==> src/design/assert_macros.svh <==
// Assertion macros for the follow controller RTL.
// No dependencies; include by bare file name where assertions are written.
`ifndef ASSERT_MACROS_SVH
`define ASSERT_MACROS_SVH

// Same-cycle implication, held off during reset.
`define PFC_ASSERT_IMP(name, ck, rn, ante, cons) \
	name: assert property (@(posedge ck) disable iff (!rn) (ante) |-> (cons)) \
		else $error("%m: assertion failed");

// Next-cycle implication, held off during reset.
`define PFC_ASSERT_NXT(name, ck, rn, ante, cons) \
	name: assert property (@(posedge ck) disable iff (!rn) (ante) |=> (cons)) \
		else $error("%m: assertion failed");

`endif

==> src/design/pfc_pkg.sv <==
// Shared types, widths and constants of the pneumatic follow controller.
// No dependencies; every other RTL file but assert_macros.svh imports it.
`default_nettype none

package pfc_pkg;

	localparam int PFC_PAIR_COUNT    = 3;
	localparam int PFC_FRACTION_BITS = 8;

	localparam int SAMPLE_W   = 10;
	localparam int PAIR_W     = 2;
	localparam int LEVEL_W    = 8;
	localparam int ERR_W      = 9;
	localparam int COEF_W     = 8;
	localparam int CFG_IDX_W  = 3;
	localparam int CFG_DATA_W = 10;
	localparam int DIV_STEPS  = LEVEL_W;
	localparam int DIV_CNT_W  = $clog2(DIV_STEPS);
	localparam int DUTY_SHIFT = 4;

	localparam logic             ENABLE_RST     = 1'b0;
	localparam logic [COEF_W-1:0] KEEP_RST      = 8'd230;
	localparam logic [COEF_W-1:0] GAIN_RST      = 8'd40;
	localparam logic [COEF_W-1:0] RESOLUTION_RST = 8'd100;
	localparam logic [SAMPLE_W-1:0] RANGE_LOW_RST  = 10'd412;
	localparam logic [SAMPLE_W-1:0] RANGE_HIGH_RST = 10'd612;

	typedef enum logic [CFG_IDX_W-1:0] {
		REG_ENABLE     = 3'd0,
		REG_KEEP       = 3'd1,
		REG_GAIN       = 3'd2,
		REG_RESOLUTION = 3'd3,
		REG_RANGE_LOW  = 3'd4,
		REG_RANGE_HIGH = 3'd5
	} pfc_reg_t;

	typedef enum logic [1:0] {
		MODE_EXHAUST = 2'd0,
		MODE_SUPPLY  = 2'd1,
		MODE_VACUUM  = 2'd2,
		MODE_CLOSE   = 2'd3
	} pfc_mode_t;

	typedef enum logic [3:0] {
		S_IDLE,
		S_FILT_MUL,
		S_FILT_SUM,
		S_MAP_DIFF,
		S_MAP_MUL,
		S_MAP_SAT,
		S_DIV,
		S_COMMIT,
		S_DECIDE
	} pfc_state_t;

	typedef struct packed {
		logic              enable;
		logic [COEF_W-1:0] filter_keep;
		logic [COEF_W-1:0] gain;
		logic [COEF_W-1:0] resolution;
	} pfc_cfg_t;

	typedef struct packed {
		logic                load_min;
		logic                load_max;
		logic [SAMPLE_W-1:0] value;
	} pfc_reload_t;

	typedef struct packed {
		logic capture;
		logic filt_mul;
		logic filt_sum;
		logic map_diff;
		logic map_mul;
		logic map_sat;
		logic div_step;
		logic commit;
		logic load_out;
		logic chan_target;
	} pfc_cmd_t;

	typedef struct packed {
		logic pair_bad;
	} pfc_status_t;

endpackage

`default_nettype wire

==> src/design/pfc_ifs.sv <==
// Valid/ready channel interfaces: sample frames, results and register writes.
// Depends on pfc_pkg for field widths.
`default_nettype none

interface pfc_frame_if;
	import pfc_pkg::*;
	logic                valid;
	logic                ready;
	logic [PAIR_W-1:0]   pair_index;
	logic [SAMPLE_W-1:0] target_sample;
	logic [SAMPLE_W-1:0] follower_sample;
	modport source (output valid, pair_index, target_sample, follower_sample, input ready);
	modport sink (input valid, pair_index, target_sample, follower_sample, output ready);
endinterface

interface pfc_result_if;
	import pfc_pkg::*;
	logic                    valid;
	logic                    ready;
	logic [1:0]              valve_mode;
	logic [LEVEL_W-1:0]      pump_duty;
	logic [LEVEL_W-1:0]      target_level;
	logic [LEVEL_W-1:0]      follower_level;
	logic signed [ERR_W-1:0] level_error;
	modport source (output valid, valve_mode, pump_duty, target_level, follower_level,
		level_error, input ready);
	modport sink (input valid, valve_mode, pump_duty, target_level, follower_level,
		level_error, output ready);
endinterface

interface pfc_cfg_if;
	import pfc_pkg::*;
	logic                  valid;
	logic                  ready;
	logic [CFG_IDX_W-1:0]  index;
	logic [CFG_DATA_W-1:0] data;
	modport source (output valid, index, data, input ready);
	modport sink (input valid, index, data, output ready);
endinterface

`default_nettype wire

==> src/design/pfc_regs.sv <==
// Configuration registers and range reload strobes.
// Depends on pfc_pkg and the pfc_cfg_if interface.
`default_nettype none

module pfc_regs (
	input  wire logic          clk,
	input  wire logic          arst_n,
	pfc_cfg_if.sink            cfg_port,
	output pfc_pkg::pfc_cfg_t    cfg,
	output pfc_pkg::pfc_reload_t reload
);
	import pfc_pkg::*;

	pfc_cfg_t cfg_q;
	logic     wr;

	assign cfg_port.ready = 1'b1;
	assign wr = cfg_port.valid && cfg_port.ready;

	always_ff @(posedge clk or negedge arst_n) begin
		if (!arst_n) begin
			cfg_q.enable      <= ENABLE_RST;
			cfg_q.filter_keep <= KEEP_RST;
			cfg_q.gain        <= GAIN_RST;
			cfg_q.resolution  <= RESOLUTION_RST;
		end else if (wr) begin
			unique case (cfg_port.index)
				REG_ENABLE:     cfg_q.enable      <= cfg_port.data[0];
				REG_KEEP:       cfg_q.filter_keep <= cfg_port.data[COEF_W-1:0];
				REG_GAIN:       cfg_q.gain        <= cfg_port.data[COEF_W-1:0];
				REG_RESOLUTION: cfg_q.resolution  <= cfg_port.data[COEF_W-1:0];
				default: ;
			endcase
		end
	end

	assign cfg = cfg_q;

	// Range start writes reload every channel in the datapath at the same edge.
	always_comb begin
		reload.load_min = wr && (cfg_port.index == REG_RANGE_LOW);
		reload.load_max = wr && (cfg_port.index == REG_RANGE_HIGH);
		reload.value    = cfg_port.data[SAMPLE_W-1:0];
	end

endmodule

`default_nettype wire

==> src/design/pfc_ctrl.sv <==
// Sequencer for the follow controller: walks both channels of a frame through
// filter, mapping and divider steps. Depends on pfc_pkg and assert_macros.svh.
`default_nettype none
`include "assert_macros.svh"

module pfc_ctrl (
	input  wire logic          clk,
	input  wire logic          arst_n,
	input  wire logic          in_valid,
	input  wire logic          out_ready,
	input  pfc_pkg::pfc_status_t st,
	output logic               in_ready,
	output logic               out_valid,
	output pfc_pkg::pfc_cmd_t  cmd
);
	import pfc_pkg::*;

	localparam logic [DIV_CNT_W-1:0] DIV_LAST = DIV_CNT_W'(DIV_STEPS - 1);

	pfc_state_t           state_q, state_d;
	logic                 chan_q;
	logic [DIV_CNT_W-1:0] div_cnt_q;
	logic                 out_valid_q;
	logic                 out_free;
	logic                 div_done;
	logic                 commit_first;

	assign out_free     = !out_valid_q || out_ready;
	assign div_done     = (state_q == S_DIV) && (div_cnt_q == DIV_LAST);
	assign commit_first = (state_q == S_COMMIT) && !chan_q;

	always_comb begin
		state_d = state_q;
		unique case (state_q)
			S_IDLE:     if (in_valid) state_d = S_FILT_MUL;
			S_FILT_MUL: state_d = st.pair_bad ? S_DECIDE : S_FILT_SUM;
			S_FILT_SUM: state_d = S_MAP_DIFF;
			S_MAP_DIFF: state_d = S_MAP_MUL;
			S_MAP_MUL:  state_d = S_MAP_SAT;
			S_MAP_SAT:  state_d = S_DIV;
			S_DIV:      if (div_done) state_d = S_COMMIT;
			S_COMMIT:   state_d = chan_q ? S_DECIDE : S_FILT_MUL;
			S_DECIDE:   if (out_free) state_d = S_IDLE;
			default:    state_d = S_IDLE;
		endcase
	end

	always_comb begin
		cmd             = '0;
		cmd.chan_target = chan_q;
		in_ready        = 1'b0;
		unique case (state_q)
			S_IDLE: begin
				in_ready    = 1'b1;
				cmd.capture = in_valid;
			end
			S_FILT_MUL: cmd.filt_mul = 1'b1;
			S_FILT_SUM: cmd.filt_sum = 1'b1;
			S_MAP_DIFF: cmd.map_diff = 1'b1;
			S_MAP_MUL:  cmd.map_mul  = 1'b1;
			S_MAP_SAT:  cmd.map_sat  = 1'b1;
			S_DIV:      cmd.div_step = 1'b1;
			S_COMMIT:   cmd.commit   = 1'b1;
			S_DECIDE:   cmd.load_out = out_free;
			default: ;
		endcase
	end

	always_ff @(posedge clk or negedge arst_n) begin
		if (!arst_n) begin
			state_q     <= S_IDLE;
			chan_q      <= 1'b0;
			div_cnt_q   <= '0;
			out_valid_q <= 1'b0;
		end else begin
			state_q <= state_d;
			if (cmd.capture) begin
				chan_q <= 1'b0;
			end else if (cmd.commit) begin
				chan_q <= 1'b1;
			end
			if (cmd.map_sat) begin
				div_cnt_q <= '0;
			end else if (cmd.div_step) begin
				div_cnt_q <= div_cnt_q + DIV_CNT_W'(1);
			end
			if (cmd.load_out) begin
				out_valid_q <= 1'b1;
			end else if (out_ready) begin
				out_valid_q <= 1'b0;
			end
		end
	end

	assign out_valid = out_valid_q;

	`PFC_ASSERT_NXT(a_accept_busy, clk, arst_n, in_valid && in_ready, !in_ready)
	`PFC_ASSERT_NXT(a_div_len, clk, arst_n, div_done, state_q == S_COMMIT)
	`PFC_ASSERT_NXT(a_second_chan, clk, arst_n, commit_first, state_q == S_FILT_MUL && chan_q)

endmodule

`default_nettype wire

==> src/design/pfc_datapath.sv <==
// Datapath: per-channel filter, range mapping with a shared restoring divider,
// range state, valve decision and the result register. Depends on pfc_pkg.
`default_nettype none

module pfc_datapath #(
	parameter int PAIR_COUNT    = pfc_pkg::PFC_PAIR_COUNT,
	parameter int FRACTION_BITS = pfc_pkg::PFC_FRACTION_BITS
) (
	input  wire logic                          clk,
	input  wire logic                          arst_n,
	input  pfc_pkg::pfc_cmd_t                  cmd,
	input  pfc_pkg::pfc_cfg_t                  cfg,
	input  pfc_pkg::pfc_reload_t               reload,
	input  wire logic [pfc_pkg::PAIR_W-1:0]    pair_index,
	input  wire logic [pfc_pkg::SAMPLE_W-1:0]  target_sample,
	input  wire logic [pfc_pkg::SAMPLE_W-1:0]  follower_sample,
	output pfc_pkg::pfc_status_t               st,
	output pfc_pkg::pfc_mode_t                 valve_mode,
	output logic [pfc_pkg::LEVEL_W-1:0]        pump_duty,
	output logic [pfc_pkg::LEVEL_W-1:0]        target_level,
	output logic [pfc_pkg::LEVEL_W-1:0]        follower_level,
	output logic signed [pfc_pkg::ERR_W-1:0]   level_error
);
	import pfc_pkg::*;

	localparam int CHANNELS = 2 * PAIR_COUNT;
	localparam int CH_W     = $clog2(CHANNELS);
	localparam int PI_W     = (PAIR_COUNT > 1) ? $clog2(PAIR_COUNT) : 1;
	localparam int FW       = SAMPLE_W + FRACTION_BITS;
	localparam int KW       = COEF_W + 1;
	localparam int NW       = FW + COEF_W;
	localparam int DW       = COEF_W + LEVEL_W;

	// captured frame
	logic [PAIR_W-1:0]   pair_s1;
	logic [SAMPLE_W-1:0] tsamp_s1, fsamp_s1;
	logic                bad_s1;

	// channel state
	logic [FW-1:0]         filt_q [CHANNELS];
	logic [FW-1:0]         min_q  [CHANNELS];
	logic [FW-1:0]         max_q  [CHANNELS];
	logic [PAIR_COUNT-1:0] pol_q;

	// per-channel work registers
	logic [FW+COEF_W-1:0] pk_q;
	logic [FW+KW-1:0]     pn_q;
	logic [FW-1:0]        fnew_q;
	logic [FW-1:0]        adiff_q, aden_q;
	logic                 den_zero_q, neg_q;
	logic [NW-1:0]        anum_q, rem_q, dv_q;
	logic                 sat_q;
	logic [LEVEL_W-1:0]   quo_q;
	logic [LEVEL_W-1:0]   tl_q, fl_q;

	// result register
	pfc_mode_t               mode_q;
	logic [LEVEL_W-1:0]      duty_q, tlo_q, flo_q;
	logic signed [ERR_W-1:0] err_q;

	logic [CH_W-1:0]         ch;
	logic [SAMPLE_W-1:0]     samp;
	logic [FW-1:0]           x_fix;
	logic [KW-1:0]           keep_inv;
	logic [FW+KW-1:0]        fsum;
	logic [FW:0]             diff, den;
	logic [FW:0]             diff_abs, den_abs;
	logic [LEVEL_W-1:0]      level;
	logic signed [ERR_W-1:0] err;
	logic [ERR_W-1:0]        err_abs;
	logic [LEVEL_W-1:0]      mag;
	logic [DW-1:0]           dprod;
	logic [LEVEL_W-1:0]      duty;
	logic [PI_W-1:0]         pidx;

	assign ch = cmd.chan_target ? (CH_W'(pair_s1) + CH_W'(PAIR_COUNT)) : CH_W'(pair_s1);
	assign pidx     = PI_W'(pair_s1);
	assign samp     = cmd.chan_target ? tsamp_s1 : fsamp_s1;
	assign x_fix    = FW'(samp) << FRACTION_BITS;
	assign keep_inv = KW'(1 << COEF_W) - KW'(cfg.filter_keep);
	assign fsum     = (FW + KW)'(pk_q) + pn_q;

	assign diff     = {1'b0, max_q[ch]} - {1'b0, fnew_q};
	assign den      = {1'b0, max_q[ch]} - {1'b0, min_q[ch]};
	assign diff_abs = diff[FW] ? -diff : diff;
	assign den_abs  = den[FW] ? -den : den;

	always_comb begin
		if (den_zero_q) begin
			level = cfg.resolution;
		end else if (neg_q) begin
			level = '0;
		end else if (sat_q) begin
			level = '1;
		end else begin
			level = quo_q;
		end
	end

	assign err     = $signed({1'b0, tl_q}) - $signed({1'b0, fl_q});
	assign err_abs = err[ERR_W-1] ? -err : err;
	assign mag     = err_abs[LEVEL_W-1:0];
	assign dprod   = DW'(cfg.gain) * DW'(mag);
	assign duty    = (|dprod[DW-1:LEVEL_W+DUTY_SHIFT]) ? '1
		: dprod[LEVEL_W+DUTY_SHIFT-1:DUTY_SHIFT];

	always_ff @(posedge clk) begin
		if (cmd.capture) begin
			pair_s1  <= pair_index;
			tsamp_s1 <= target_sample;
			fsamp_s1 <= follower_sample;
			bad_s1   <= int'(pair_index) >= PAIR_COUNT;
		end
		if (cmd.filt_mul) begin
			pk_q <= NW'(cfg.filter_keep) * NW'(filt_q[ch]);
			pn_q <= (FW + KW)'(keep_inv) * (FW + KW)'(x_fix);
		end
		if (cmd.filt_sum) begin
			fnew_q <= fsum[FW+COEF_W-1:COEF_W];
		end
		if (cmd.map_diff) begin
			adiff_q    <= diff_abs[FW-1:0];
			aden_q     <= den_abs[FW-1:0];
			neg_q      <= diff[FW] ^ den[FW];
			den_zero_q <= (den == '0);
		end
		if (cmd.map_mul) begin
			anum_q <= NW'(cfg.resolution) * NW'(adiff_q);
		end
		// restoring division, one quotient bit a step
		if (cmd.map_sat) begin
			sat_q <= anum_q >= (NW'(aden_q) << LEVEL_W);
			rem_q <= anum_q;
			dv_q  <= NW'(aden_q) << (LEVEL_W - 1);
			quo_q <= '0;
		end else if (cmd.div_step) begin
			if (rem_q >= dv_q) begin
				rem_q <= rem_q - dv_q;
				quo_q <= {quo_q[LEVEL_W-2:0], 1'b1};
			end else begin
				quo_q <= {quo_q[LEVEL_W-2:0], 1'b0};
			end
			dv_q <= dv_q >> 1;
		end
		if (cmd.commit) begin
			if (cmd.chan_target) begin
				tl_q <= level;
			end else begin
				fl_q <= level;
			end
		end
		if (cmd.load_out) begin
			if (bad_s1) begin
				mode_q <= MODE_EXHAUST;
				duty_q <= '0;
				tlo_q  <= '0;
				flo_q  <= '0;
				err_q  <= '0;
			end else begin
				tlo_q <= tl_q;
				flo_q <= fl_q;
				err_q <= err;
				if (!cfg.enable) begin
					mode_q <= MODE_EXHAUST;
					duty_q <= '0;
				end else if (mag == '0) begin
					mode_q <= MODE_CLOSE;
					duty_q <= '0;
				end else begin
					mode_q <= err[ERR_W-1] ? MODE_VACUUM : MODE_SUPPLY;
					duty_q <= duty;
				end
			end
		end
	end

	// Channel state: reset and range reloads touch every entry, a commit one.
	always_ff @(posedge clk or negedge arst_n) begin
		if (!arst_n) begin
			for (int c = 0; c < CHANNELS; c++) begin
				filt_q[c] <= '0;
				min_q[c]  <= FW'(RANGE_LOW_RST) << FRACTION_BITS;
				max_q[c]  <= FW'(RANGE_HIGH_RST) << FRACTION_BITS;
			end
			pol_q <= '0;
		end else begin
			for (int c = 0; c < CHANNELS; c++) begin
				if (reload.load_min) begin
					min_q[c] <= FW'(reload.value) << FRACTION_BITS;
				end
				if (reload.load_max) begin
					max_q[c] <= FW'(reload.value) << FRACTION_BITS;
				end
			end
			if (cmd.commit) begin
				filt_q[ch] <= fnew_q;
				if (fnew_q > max_q[ch]) begin
					max_q[ch] <= fnew_q;
				end
				if (fnew_q < min_q[ch]) begin
					min_q[ch] <= fnew_q;
				end
			end
			// hold polarity when disabled, for an unused pair or when levels agree
			if (cmd.load_out && !bad_s1 && cfg.enable && mag != '0) begin
				pol_q[pidx] <= !err[ERR_W-1];
			end
		end
	end

	assign st.pair_bad    = bad_s1;
	assign valve_mode     = mode_q;
	assign pump_duty      = duty_q;
	assign target_level   = tlo_q;
	assign follower_level = flo_q;
	assign level_error    = err_q;

endmodule

`default_nettype wire

==> src/design/pneumatic_follow_controller_top.sv <==
// Pneumatic follow controller: frames of target/follower samples in, valve
// mode, pump duty and mapped levels out. Use:
//   frame  - sink channel; one transfer per pair of raw 10-bit samples.
//   result - source channel; exactly one transfer per accepted frame, in order.
//   cfg    - register write channel, always ready; write only while idle.
// A new frame is taken only while the sequencer is idle, once the previous
// frame has been computed. Each of the two channels passes in order through
// the low-pass filter multiply and sum, the mapping difference, multiply and
// range check, the shared restoring divider (one quotient bit a cycle), and a
// commit of the level that widens the range. A final step forms error, duty
// and mode.
// A frame with an unused pair index skips straight to an all-zero result.
// Reset: registers take their defaults, filtered values clear, every range
// loads from the start values and all held polarities read vacuum; no
// clearing pass, the block is ready at once.
// Stall: the result waits in the output register; the next frame is still
// taken and computed, then held until the waiting result has been taken.
// Depends on pfc_pkg, pfc_ifs, pfc_regs, pfc_ctrl and pfc_datapath.
`default_nettype none

module pneumatic_follow_controller_top #(
	parameter int PAIR_COUNT    = pfc_pkg::PFC_PAIR_COUNT,
	parameter int FRACTION_BITS = pfc_pkg::PFC_FRACTION_BITS
) (
	input  wire logic    clk,
	input  wire logic    arst_n,
	pfc_frame_if.sink    frame,
	pfc_result_if.source result,
	pfc_cfg_if.sink      cfg
);
	import pfc_pkg::*;

	pfc_cfg_t    cfg_regs;
	pfc_reload_t reload;
	pfc_cmd_t    cmd;
	pfc_status_t st;
	pfc_mode_t   mode;

	// Register file: static settings plus range reload strobes.
	pfc_regs u_regs (
		.clk      (clk),
		.arst_n   (arst_n),
		.cfg_port (cfg),
		.cfg      (cfg_regs),
		.reload   (reload)
	);

	// Sequencer: owns the frame and result handshakes and steps the datapath.
	pfc_ctrl u_ctrl (
		.clk       (clk),
		.arst_n    (arst_n),
		.in_valid  (frame.valid),
		.out_ready (result.ready),
		.st        (st),
		.in_ready  (frame.ready),
		.out_valid (result.valid),
		.cmd       (cmd)
	);

	// Arithmetic, channel state and the result register.
	pfc_datapath #(
		.PAIR_COUNT    (PAIR_COUNT),
		.FRACTION_BITS (FRACTION_BITS)
	) u_datapath (
		.clk             (clk),
		.arst_n          (arst_n),
		.cmd             (cmd),
		.cfg             (cfg_regs),
		.reload          (reload),
		.pair_index      (frame.pair_index),
		.target_sample   (frame.target_sample),
		.follower_sample (frame.follower_sample),
		.st              (st),
		.valve_mode      (mode),
		.pump_duty       (result.pump_duty),
		.target_level    (result.target_level),
		.follower_level  (result.follower_level),
		.level_error     (result.level_error)
	);

	assign result.valve_mode = mode;

endmodule

`default_nettype wire

==> src/flat_wrapper.sv <==
// flat-port wrapper written by rule: the top's interface ports become plain ports
module pneumatic_follow_controller_top_flat import pfc_pkg::*;
#(
	parameter int PAIR_COUNT    = pfc_pkg::PFC_PAIR_COUNT,
	parameter int FRACTION_BITS = pfc_pkg::PFC_FRACTION_BITS
)
  (clk, arst_n, frame_valid, frame_pair_index, frame_target_sample, frame_follower_sample, frame_ready, result_valid, result_valve_mode, result_pump_duty, result_target_level, result_follower_level, result_level_error, result_ready, cfg_valid, cfg_index, cfg_data, cfg_ready);
  pfc_frame_if frame_i ();
  pfc_result_if result_i ();
  pfc_cfg_if cfg_i ();
  input  wire logic clk;
  input  wire logic arst_n;
  input wire logic [$bits(frame_i.valid)-1:0] frame_valid;
  input wire logic [$bits(frame_i.pair_index)-1:0] frame_pair_index;
  input wire logic [$bits(frame_i.target_sample)-1:0] frame_target_sample;
  input wire logic [$bits(frame_i.follower_sample)-1:0] frame_follower_sample;
  output wire logic [$bits(frame_i.ready)-1:0] frame_ready;
  output wire logic [$bits(result_i.valid)-1:0] result_valid;
  output wire logic [$bits(result_i.valve_mode)-1:0] result_valve_mode;
  output wire logic [$bits(result_i.pump_duty)-1:0] result_pump_duty;
  output wire logic [$bits(result_i.target_level)-1:0] result_target_level;
  output wire logic [$bits(result_i.follower_level)-1:0] result_follower_level;
  output wire logic [$bits(result_i.level_error)-1:0] result_level_error;
  input wire logic [$bits(result_i.ready)-1:0] result_ready;
  input wire logic [$bits(cfg_i.valid)-1:0] cfg_valid;
  input wire logic [$bits(cfg_i.index)-1:0] cfg_index;
  input wire logic [$bits(cfg_i.data)-1:0] cfg_data;
  output wire logic [$bits(cfg_i.ready)-1:0] cfg_ready;
  assign frame_i.valid = frame_valid;
  assign frame_i.pair_index = frame_pair_index;
  assign frame_i.target_sample = frame_target_sample;
  assign frame_i.follower_sample = frame_follower_sample;
  assign frame_ready = frame_i.ready;
  assign result_valid = result_i.valid;
  assign result_valve_mode = result_i.valve_mode;
  assign result_pump_duty = result_i.pump_duty;
  assign result_target_level = result_i.target_level;
  assign result_follower_level = result_i.follower_level;
  assign result_level_error = result_i.level_error;
  assign result_i.ready = result_ready;
  assign cfg_i.valid = cfg_valid;
  assign cfg_i.index = cfg_index;
  assign cfg_i.data = cfg_data;
  assign cfg_ready = cfg_i.ready;
  pneumatic_follow_controller_top #(.PAIR_COUNT(PAIR_COUNT), .FRACTION_BITS(FRACTION_BITS)) u_core (.clk(clk), .arst_n(arst_n), .frame(frame_i), .result(result_i), .cfg(cfg_i));
endmodule
==> config.mk <==
export PLATFORM = sky130hd
export DESIGN_NAME = pneumatic_follow_controller_top_flat
export DESIGN_NICKNAME = d
export VERILOG_FILES = /design/src/design/pfc_pkg.sv /design/src/design/pfc_ifs.sv /design/src/design/pfc_regs.sv /design/src/design/pfc_ctrl.sv /design/src/design/pfc_datapath.sv /design/src/design/pneumatic_follow_controller_top.sv /design/src/flat_wrapper.sv
export VERILOG_INCLUDE_DIRS = /design/src /design/src/design
export SDC_FILE = /design/constraint.sdc
export NUM_CORES = 2
export LEC_CHECK = 0
export ABC_AREA = 1
export BUFFER_PORTS_ARGS = -buffer_cell sky130_fd_sc_hd__buf_2
export CAP_MARGIN = 20
export CORE_ASPECT_RATIO = 0.8
export CORE_MARGIN = 3
export CORE_UTILIZATION = 40
export CTS_BUF_LIST = sky130_fd_sc_hd__clkbuf_16
export DETAILED_ROUTE_END_ITERATION = 8
export PLACE_DENSITY = 0.6
export SLEW_MARGIN = 10
export SYNTH_ARGS = -nofsm -noshare
export SYNTH_HDL_FRONTEND = slang
export SYNTH_SLANG_ARGS = --single-unit
==> constraint.sdc <==
create_clock -name clk -period 13.4 [get_ports clk]
set_clock_uncertainty 0.05 [all_clocks]
set_input_delay 2.01 -clock clk [delete_from_list [all_inputs] [get_ports clk]]
set_output_delay 2.01 -clock clk [all_outputs]
set_load 0.1 [all_outputs]
==> Word-level counts from Yosys, hierarchy flattened <==
Index checks and enable logic that the tools add are counted.
{ "op_classes": {"n_addsub": 11, "n_mul": 4, "order_cmp": 7, "eq_ne": 17, "mux": 69, "bitwise_logic": 4, "n_reduce_logical": 25} }
{ "ops": {"columns": ["op", "count"], "rows": [
  ["two-way mux 108 bit", 4],
  ["two-way mux 18 bit", 21],
  ["bitwise mux 108 bit", 3],
  ["binary-select mux 18 bit (select 3 bit)", 3],
  ["two-way mux 26 bit", 3],
  ["demux 18 bit (select 3 bit)", 1],
  ["multiplier 8 x 18 -> 26 bit", 2],
  ["two-way mux 25 bit", 2],
  ["two-way mux 8 bit", 5],
  ["subtractor 18 x 18 -> 19 bit", 2],
  ["negation 18 bit", 2],
  ["case mux 4 bit (9 select lines)", 1],
  ["adder 26 bit", 1],
  [">= comparator 26 x 25 -> 1 bit", 1],
  [">= comparator 26 bit", 1],
  ["subtractor 26 x 25 -> 26 bit", 1],
  ["two-way mux 4 bit", 5],
  ["zero test 19 bit", 1],
  ["> comparator 18 bit", 1],
  ["< comparator 18 bit", 1],
  ["multiplier 9 x 10 -> 18 bit", 1],
  ["equality test 4 x 3 -> 1 bit (second input constant)", 4],
  ["multiplier 8 x 8 -> 16 bit", 1],
  ["two-way mux 1 bit", 15],
  ["33 further kinds", 55]
]} }
{ "word_totals": {"regBits": 618, "input_bits": 40, "out_inout_bits": 38, "word_cells": 187} }

==> Longest topological paths before layout <==
{ "depth": {"word_depth": 10, "depth_mapped": 35, "mapped_depth_nobuf": 35} }

==> By module <==
Synthesis repeated with hierarchy kept, for this count alone.
{ "hier_totals": {"cells_unflattened": 5364, "hier_area_um2": 45023.2} }
{ "modules_own_cells": {"columns": ["module", "n_inst", "cells_each", "area_each_um2", "seq_area_each_um2"], "rows": [
  ["pfc_datapath", 1, 5157, 43345.3, 15592.5],
  ["pfc_regs", 1, 134, 1134.8, 638.1],
  ["pfc_ctrl", 1, 73, 543.0, 225.2]
]} }

==> Least setup slack after synthesis <==
OpenSTA, ideal clock, no wires.
{ "synth_timing": {"path_kind": "register -> register", "start": "reg u_core.u_datapath.tl_q[0]", "end": "reg u_core.u_datapath.duty_q[0] (netlist: u_core.u_datapath.pump_duty[0]) (data pin)", "setup_ns": 0.273, "arrival_ns": 5.748, "t_required_ns": 13.077, "setup_slack_ns": 7.328, "stages_incl_launch_ff": 34, "path_buffers": 0, "synth_period_minus_slack_ns": 6.072, "cell_sequence": "edfxtp_1 > inv_1 > ha_1 > inv_1 > fa_1 > nand2_1 > nand3_1 > nand2_1 > xor2_1 > inv_1 > nand3_1 > nor2_1 > nand2_1 > nand2_1 > nand2_1 > nand2_1 > inv_1 > nor2_1 > fa_1 > inv_1 > fa_1 > fa_1 > inv_1 > fa_1 > ha_1 > a21oi_1 > o21ai_0 > a21oi_1 > o21ai_0 > a21oi_1 > xor2_1 > nand3b_1 > nor2_1 > a21oi_1"} }
{ "synth_between": {"elab_chain_cells": 6, "elab_cells_between_ends": 8, "cone_classes": "add/sub (2); mul (1); mux (2); reduce/logical (3)"} }
{ "synth_lines": {"columns": ["element", "line_no", "text"], "rows": [
  ["start: declaration", "pfc_datapath.sv:54", "logic [LEVEL_W-1:0] tl_q, fl_q;"],
  ["start signal: assignment", "pfc_datapath.sv:147", "tl_q <= level;"],
  ["subtractor 8 x 8 -> 9 bit *", "pfc_datapath.sv:100", "assign err = $signed({1'b0, tl_q}) - $signed({1'b0, fl_q});"],
  ["negation 8 bit", "pfc_datapath.sv:101", "assign err_abs = err[ERR_W-1] ? -err : err;"],
  ["two-way mux 8 bit *", "pfc_datapath.sv:101", null],
  ["multiplier 8 x 8 -> 16 bit", "pfc_datapath.sv:103", "assign dprod = DW'(cfg.gain) * DW'(mag);"],
  ["OR reduction 4 bit", "pfc_datapath.sv:104", "assign duty = (|dprod[DW-1:LEVEL_W+DUTY_SHIFT]) ? '1"],
  ["two-way mux 8 bit", "pfc_datapath.sv:104", null],
  ["end signal: assignment", "pfc_datapath.sv:171", "duty_q <= duty;"],
  ["end: declaration", "pfc_datapath.sv:58", "logic [LEVEL_W-1:0] duty_q, tlo_q, flo_q;"]
]} }
Every way passes the cells marked *; elsewhere a longest branch is shown, timed or not.
A chain may end at the register's enable or synchronous reset.

==> Worst setup path after layout <==
{ "layout_timing": {"start": "reg u_core.u_ctrl.chan_q", "end": "reg u_core.u_datapath.pk_q[24] (data pin)"} }
{ "layout_between": {"elab_chain_cells": 6} }
{ "layout_lines": {"columns": ["element", "line_no", "text"], "rows": [
  ["start: declaration", "pfc_ctrl.sv:21", "logic chan_q;"],
  ["start signal: assignment", "pfc_ctrl.sv:72", "chan_q <= 1'b0;"],
  ["start signal: assignment", "pfc_ctrl.sv:78", "chan_q <= 1'b0;"],
  ["start signal: assignment", "pfc_ctrl.sv:80", "chan_q <= 1'b1;"],
  ["two-way mux 3 bit", "pfc_datapath.sv:76", "assign ch = cmd.chan_target ? (CH_W'(pair_s1) + CH_W'(PAIR_COUNT)) : CH_W'(pair_s1);"],
  ["inverter 3 -> 4 bit (implied by the code)", "pfc_datapath.sv:115", "pk_q <= NW'(cfg.filter_keep) * NW'(filt_q[ch]);"],
  ["binary-select mux 18 bit (select 3 bit)", "pfc_datapath.sv:115", null],
  ["two-way mux 18 bit (implied by the code) (2 in series)", "pfc_datapath.sv:115", null],
  ["multiplier 8 x 18 -> 26 bit", "pfc_datapath.sv:115", null],
  ["end signal: assignment", "pfc_datapath.sv:115", null],
  ["end: declaration", "pfc_datapath.sv:46", "logic [FW+COEF_W-1:0] pk_q;"]
]} }
Every way passes these cells. The select of a mux whose other input is x is not followed.

==> summary.txt <==
Route
  • Drt drc: 0
  • DR vias: 37200
  • Avg WL per Cell: 19.5 µm
  • Via density: 5.33
  • Antenna-violating nets left: 0
  • Drt initial violations: 3858
  • Final wirelength: 136000 µm
  • DRT Pass-1 Iters: 6

Setup path
  • Reg2Reg Depth: 24
  • R2R setup slack: 5.62 ns
  • Startpoint type of the worst setup path: flip-flop
  • Critical path class: flip-flop to flip-flop
  • Cell family with most CP delay: adder cells
  • CP Max Fanout: 47
  • CP Capture Type: flip-flop
  • Worst Path Buf+Inv: 5
  • Worst path depth: 24
  • Crit path cell chain: inv_2, nor2_4, buf_4, nor2_1, nand2_2, buf_4, o22ai_1, a221oi_1, nand2_1, inv_1, nand2_1, fa_1, fa_1, fa_1, fa_1, inv_1, ha_1, a21oi_1, o21ai_0, a21oi_1, nor3_1, a2111oi_0, nand2_1, xor2_1
  • Largest stage delay on the critical path: 0.83 ns
  • Most used cell, CP: fa_1
  • FF-to-FF Start: u_core.u_ctrl.chan_q
  • WP data arrival: 8.15 ns
  • R2r endpoint: u_core.u_datapath.pk_q[24]
  • Crit-path slowest cell: dfrtp_1
  • Required time worst endpoint: 13.76 ns

Clock tree
  • CTS tree: done
  • Clk buf depth: 3
  • Clock slew at reported path FFs: 0.06 ns
  • Clk_lat worst skew: 0.68 ns
  • Postcts setup bufs: 0
  • CTS Hold Bufs: 0
  • Clock Sinks: 610
  • Post_cts resized: 0
  • TritonCTS Buffers: 69
  • H-tree depth: 3
  • Clk root buf: clkbuf_16

Floorplanning
  • Initial Utilization: 40.6%
  • Die area: 0.117 mm²
  • Die outline width: 382 µm
  • Io pins: 78
  • Placeable Area: 0.111 mm²
  • # rows: 109
  • Die height: 307 µm

Logic synthesis
  • EDFF count, synth: 237
  • Synth Flop Type: dfrtp_1
  • Mean Syn Cell Area: 8.32 µm²
  • Synth Register Bits: 610
  • Yosys warnings: 0
  • Synthesized net count: 6049
  • Post-synthesis sequential area ratio: 36.4%
  • Synth area leader: dfrtp_1
  • Synth cell types: 64
  • Most frequent cell after synthesis: nand2_1
  • Cell count after synthesis: 5434
  • Most frequent cells after synthesis: 1201 x nand2_1, 830 x inv_1, 473 x nor2_1
  • Cell area after synthesis: 0.0452 mm²
  • Top cell type's share of synthesized area: 16.3%
  • Largest cells by area after synthesis: dfrtp_1 16%, edfxtp_1 16%, fa_1 13%
  • Ys async rst share: 58.7%

Timing
  • Crit path time final: 7.78 ns
  • Slew Viols, Final: 0
  • Max-slew headroom: 13.8%
  • Sum of negative setup slack: 0 ns
  • Period utilization: 58.1%
  • Fmax: 128 MHz
  • Unrepaired setup endpoints after global routing: false
  • Final setup fails: 0
  • Final Hold Viols: 0
  • Worst-Margin Slew: 1.29 ns

Min path
  • Hold WC Path Type: flip-flop to flip-flop
  • Worst Hold Depth: 2
  • Worst hold path startpoint: u_core.u_datapath.filt_q[33]
  • WHS Endpoint: u_core.u_datapath.filt_q[33]

Run status
  • Status: complete, no violations

Global routing
  • Grt ovf: 0
  • Largest net degree at the start of global routing: 109
  • Overall Global Routing Usage: 23.3%
  • Initial antenna violation count: 3
  • Vias in the first global route: 36000
  • First-pass GRT wire length: 213000 µm

Job
  • Max_cap viols: 0

Layout
  • Synthesis-to-layout area growth: 9.27%
  • Share of cells above drive strength 1: 7.04%
  • ANT cells: 0
  • Final net count: 6044

Placement
  • Placer Congestion: 0.913
  • Buffers on Ports: 76
  • HPWL after DPL: 100000 µm
-- worst max path at each step --
stage                                    startpoint                        endpoint  slack, ns
after floorplan           u_core.u_datapath.tl_q[0]  u_core.u_datapath.pump_duty[0]       7.33
after global placement         u_core.u_ctrl.chan_q      u_core.u_datapath.pk_q[24]       5.97
after detailed placement       u_core.u_ctrl.chan_q      u_core.u_datapath.pk_q[24]       5.77
after CTS                      u_core.u_ctrl.chan_q      u_core.u_datapath.pk_q[24]       5.71
after global routing           u_core.u_ctrl.chan_q      u_core.u_datapath.pk_q[24]       5.04
final                          u_core.u_ctrl.chan_q      u_core.u_datapath.pk_q[24]       5.62
-- logic make-up (layout without fill, tap and decap cells) --
| kind of cell | count (synthesis) | after routing | synth area share, % |
|---|---|---|---|
| flip-flops | 610 | 610 | 36.4 |
| buffers and inverters | 1072 | 1124 | 9.16 |
| AND/OR/NAND/NOR | 1981 | 1981 | 17.9 |
| XOR/XNOR | 151 | 151 | 2.94 |
| AO/OA/AOI/OAI | 1044 | 1044 | 12.9 |
| other | 1 | 1 | 0.00830 |
| adder cells (fa/ha/maj) | 575 | 575 | 20.7 |
-- worst min-delay path: cells and delay by family (launching register included) --
| family | cells | cell delay, ns |
|---|---|---|
| flops | 1 | 0.33 |
| simple gates | 2 | 0.10 |
-- layer usage --
metal	GRT usage (%)	routed length, µm
met3	5.25	12700
met1	34.1	61900
met4	7.23	4340
met5	0	0
met2	34.2	57300
-- flip-flops by register name, summed over array words and instances (netlist names), 10 cells and up --
register,cells
u_core.u_datapath.pn_q,18
u_core.u_regs.cfg,25
u_core.u_datapath.aden_q,18
u_core.u_datapath.rem_q,26
u_core.u_datapath.filt_q,108
u_core.u_datapath.dv_q,25
u_core.u_datapath.fsamp_s1,10
u_core.u_datapath.adiff_q,18
u_core.u_datapath.max_q,108
u_core.u_datapath.min_q,108
u_core.u_datapath.tsamp_s1,10
u_core.u_datapath.fnew_q,18
u_core.u_datapath.pk_q,18
u_core.u_datapath.anum_q,26
-- placed cells by master (no fill, tap or decap), types with 8 or more instances in the layout --
| cell | Yosys | final |
|---|---|---|
| a221oi_1 | 19 | 19 |
| dfstp_2 | 64 | 64 |
| nand4_1 | 36 | 36 |
| edfxtp_1 | 237 | 237 |
| a211oi_1 | 21 | 19 |
| buf_2 | 22 | 75 |
| a31oi_1 | 62 | 62 |
| nand2_2 | 6 | 9 |
| nand2_1 | 1201 | 1198 |
| clkinv_2 | 0 | 10 |
| inv_2 | 11 | 12 |
| or2_2 | 21 | 21 |
| clkbuf_16 | 0 | 70 |
| fa_1 | 288 | 288 |
| xor2_1 | 96 | 96 |
| o21ai_1 | 74 | 74 |
| nor2_1 | 473 | 469 |
| dfxtp_1 | 15 | 15 |
| a21oi_1 | 230 | 230 |
| o21a_1 | 11 | 11 |
| xnor2_1 | 54 | 54 |
| nand3_1 | 171 | 170 |
| buf_4 | 12 | 70 |
| nor3_1 | 27 | 25 |
| inv_1 | 830 | 853 |
| dfrtp_1 | 294 | 294 |
| ha_1 | 287 | 287 |
| nor4_1 | 14 | 14 |
| o21ai_0 | 461 | 461 |
| o211ai_1 | 16 | 16 |
| o21bai_1 | 19 | 19 |
| a21o_1 | 8 | 8 |
| clkinv_1 | 7 | 13 |
| o22ai_1 | 78 | 78 |
-- metrics by stage --
step                cell area (µm²)  setup WS (ns)  hold WS, ns  util [%]  std cells
floorplan                     45200           7.33        0.387         -       5434
global placement              47100           5.97        0.402      42.3       6854
detailed placement            47100           5.77        0.408      42.3       6854
CTS                           49300           5.71        0.422      44.3       6982
global route                  49400           5.04        0.448      44.4       6984
finish                        49400           5.62        0.419      44.4       6984
-- final cells by class --
type                            instances  area [µm²]
Sequential cell                       610       16500
Clock buffer                           70        1750
Multi-Input combinational cell       3752       24700
Timing Repair Buffer                  148         956
Fill cell                           11100       61900
Inverter                              848        3180
Tap cell                             1498        1870
Clock inverter                         58         494
Power is not shown: default switching activity piles up to over one toggle a cycle in this logic, so the estimate is an artifact.
